<file path="src/rtl/bcl_pkg.sv">
`timescale 1ns / 1ps
package bcl_pkg;

   localparam int unsigned VERT_W    = 9;
   localparam int unsigned MAX_VERTS = 256;
   localparam int unsigned VSLOTS    = MAX_VERTS + 1;
   localparam int unsigned STACK_W   = 8;

   localparam logic [1:0] CMD_CLEAR = 2'd0;
   localparam logic [1:0] CMD_ADD   = 2'd1;
   localparam logic [1:0] CMD_RUN   = 2'd2;
   localparam logic [1:0] CMD_QUERY = 2'd3;

   localparam logic [1:0] ST_OK    = 2'd0;
   localparam logic [1:0] ST_FULL  = 2'd1;
   localparam logic [1:0] ST_RANGE = 2'd2;

   localparam logic [1:0] REG_VC_ADDR = 2'd0;

   typedef struct packed {
      logic [1:0]        cmd;
      logic [VERT_W-1:0] vertex_a;
      logic [VERT_W-1:0] vertex_b;
   } req_type;

   typedef struct packed {
      logic [VERT_W-1:0] answer;
      logic [1:0]        status;
   } rsp_type;

   typedef enum logic [3:0] {
      S_IDLE,
      S_ADD_RD,
      S_ADD_WR,
      S_QRY,
      S_RUN_CLR,
      S_RUN_INIT,
      S_RUN_HEAD,
      S_LOOP,
      S_NBR,
      S_CHK,
      S_FINISH,
      S_POP_RD,
      S_POP_WR,
      S_RET,
      S_RET_WAIT,
      S_DONE
   } state_type;

endpackage

</file>
<file path="src/rtl/bcl_min_unit.sv">
`timescale 1ns / 1ps
module bcl_min_unit (
   input  logic [bcl_pkg::VERT_W-1:0] op_a,
   input  logic [bcl_pkg::VERT_W-1:0] op_b,
   output logic [bcl_pkg::VERT_W-1:0] min_val,
   output logic                       eq
);

   assign min_val = (op_b < op_a) ? op_b : op_a;
   assign eq      = (op_a == op_b);

endmodule

</file>
<file path="config.mk">
export PLATFORM = sky130hd
export DESIGN_NAME = bcl_min_unit
export DESIGN_NICKNAME = d
export VERILOG_FILES = /design/src/rtl/bcl_pkg.sv /design/src/rtl/bcl_min_unit.sv
export SDC_FILE = /design/constraint.sdc
export NUM_CORES = 1
export LEC_CHECK = 0
export BUFFER_PORTS_ARGS = -buffer_cell sky130_fd_sc_hd__buf_2
export CAP_MARGIN = 20
export CORE_AREA = 2 2 39 41
export DETAILED_ROUTE_END_ITERATION = 16
export DIE_AREA = 0 0 41 43
export PLACE_DENSITY = 0.66
export SLEW_MARGIN = 20
export SYNTH_ARGS = -nofsm -noshare
export SYNTH_HDL_FRONTEND = slang
export SYNTH_SLANG_ARGS = --single-unit
</file>
<file path="constraint.sdc">
create_clock -name vclk -period 1.5
set_input_delay 0.15 -clock vclk [all_inputs]
set_output_delay 0.15 -clock vclk [all_outputs]
set_load 0.1 [all_outputs]
</file>
==> flow_summary.ini <==
[global_route]
overflow = 0
track_usage_pct = 13.0
grt_pass1_wl_mm = 1.70
antenna_found_initial = 0
grt_max_degree = 5
grt_pass1_vias = 400

[timing]
finalCritPeriodShare_pct = 119
rsz0062_at_grt = yes
relSlewSlack_pct = 85.8
hold_viol_final = 0
finalMaxSlewViolations = 0
tightestPinTransition_ps = 213
fin_crit_ps = 1790
timing.hold.ws_ps = 681
fmax_ghz = 0.560
postLayoutSetupSlackWorst_ps = -286
setup_viol = 9

[setup_path]
crit_required_ps = 1350
cp_max_fo = 4
path_class = in -> out
slowest_delay_ps = 310
critical-path-slowest-cell = mux2_4
cp_top_family = buffers and inverters
path_buf_inv = 4
start_kind = input port
worst_setup_path_end_kind = output pin
arrival_ps = 1640
path_cells = buf_8 -> inv_6 -> ha_4 -> nor2b_4 -> o21ai_2 -> nand2b_1 -> a21oi_4 -> buf_6 -> mux2_4 -> buf_12

[floorplan]
dieArea_um2 = 1760
chipWidth_um = 41
die_h_um = 43
core_area_um2 = 1380
initial_utilization_pct = 24.8
ios = 28
std_cell_rows = 14

[pwr]
p_clk_share_pct = 0
p_per_area_nw_per_um2 = 666
comb_power_share_pct = 100.0
seqPwrFrac_pct = 0
switchingPower_uw = 332
finalPower_uw = 590
switching_share_pct = 56.2
p_int_uw = 258
p_leak_nw = 0.427
vdd_drop_max_mv = 0.414

[yosys]
synth_common_cells = ha_1, inv_1, mux2_2
yosys_warnings = 0
syn_area_per_cell_um2 = 8.57
syn_area_um2 = 343
syn-num-nets = 67
synth.top_cells.by_area = ha_1, mux2_2, inv_1
synth_cell_types = 13
yosys.area.top_type_share_pct = 32.8
post-synth-top-area-cell = ha_1
synthCells = 40
synth-seq-area-share_pct = 0

[finish]
nClkBuffers = 0
drive_above_1_share_pct = 86.1
diodes = 0
fillers = 111
area_delta_synth_final_pct = 158
final_cell_area_um2 = 886
design.seq.count = 0
regArea_um2 = 0
layout.nets = 101

[status]
status = finished, violations left
violations = negative setup slack

[placement]
dpl_cell_area_um2 = 768
portBuffers = 28
place.gp.congestion = 0.621
dp_hpwl_um = 805

[detailed_routing]
routed-via-count = 401
wl_mm = 1.00
drt.antenna.violating_nets = 0
drt-vias-per-instance = 4.56
dr.pass1.iters = 1
avgRoutedWirePerCell_um = 11.4
dr.first_iter.drc_count = 0
drc_errors = 0

[job]
drv_cap = 0

[worst_hold_path]
hold_class = in -> out
[area by class of cell]
cell class	count	area (um2)	share of cell area, %
repair buffers	32	385	43.5
well taps	16	20.0	2.26
multi-input cells	31	439	49.6
inverters	9	41.3	4.66
[power groups by stage]
| stage | logic, mW | registers (mW) | clock network, mW |
|---|---|---|---|
| 3_3_place_gp | 0.537 | 0 | 0 |
| 3_5_place_dp | 0.544 | 0 | 0 |
| 5_1_grt | 0.617 | 0 | 0 |
| 4_1_cts | 0.589 | 0 | 0 |
| 6_report | 0.590 | 0 | 0 |
| 2_1_floorplan | 0.360 | 0 | 0 |
[worst paths after layout]
kind                 from    endpoint  slack, ps  depth (start not counted)
setup / recovery  op_a[1]  min_val[2]       -290                         10
hold / removal    op_a[5]  min_val[5]        680                          3
[tightest hold or removal path, cell delays in order]
cell and delay [ps]:
buf_6 70, mux2_4 140, buf_12 160
[per-stage QoR]
step	cells	setup TNS (ps)	worst slack [ps]	utilization [%]
after global routing	88	-3080	-347	64.0
after global placement	85	-3720	-409	55.5
after floorplan	40	-1290	-139	-
final	88	-2460	-286	64.0
after detailed placement	85	-3960	-441	55.5
after CTS	88	-2480	-286	63.6
[layout by cell type (no fill, tap or decap)]
cell | synthesis | layout
buf_2 | 0 | 10
buf_12 | 0 | 10
mux2_4 | 0 | 9
buf_6 | 0 | 8
ha_4 | 0 | 6
inv_2 | 0 | 4
inv_1 | 9 | 3
a21oi_2 | 0 | 3
ha_1 | 9 | 3
nand2_1 | 2 | 2
buf_4 | 0 | 2
buf_8 | 0 | 2
inv_6 | 0 | 1
nand4_1 | 1 | 1
nor2_2 | 0 | 1
nor2b_4 | 0 | 1
o21ai_2 | 1 | 1
nand2b_1 | 1 | 1
o221ai_2 | 1 | 1
a21oi_4 | 1 | 1
and4_2 | 1 | 1
inv_4 | 0 | 1
[per-layer routing]
layer | vias up | track usage, % | share of wire (%)
met2 | 12 | 24.1 | 58
li1 | 205 | - | -
met3 | 0 | 0.524 | 5.3
met1 | 184 | 16.5 | 37
met5 | - | 0 | 0
met4 | 0 | 0 | 0
[logic make-up (layout without fill, tap and decap cells)]
kind of cell             count (synthesis)  after routing  synth area share, %
multiplexers                             9              9                 29.6
adder cells (fa/ha/maj)                  9              9                 32.8
AND/OR/NAND/NOR                          7              7                 11.7
buffers and inverters                    9             41                 9.85
AO/OA/AOI/OAI                            6              6                 16.1
[timing repair]
action	CTS	global route
resized for setup	22	2
setup buffers	3	0
endpoints found under the setup margin	10	10
hold buffers	0	0
pin swaps	8	5
(Power assumes the default switching activity.)
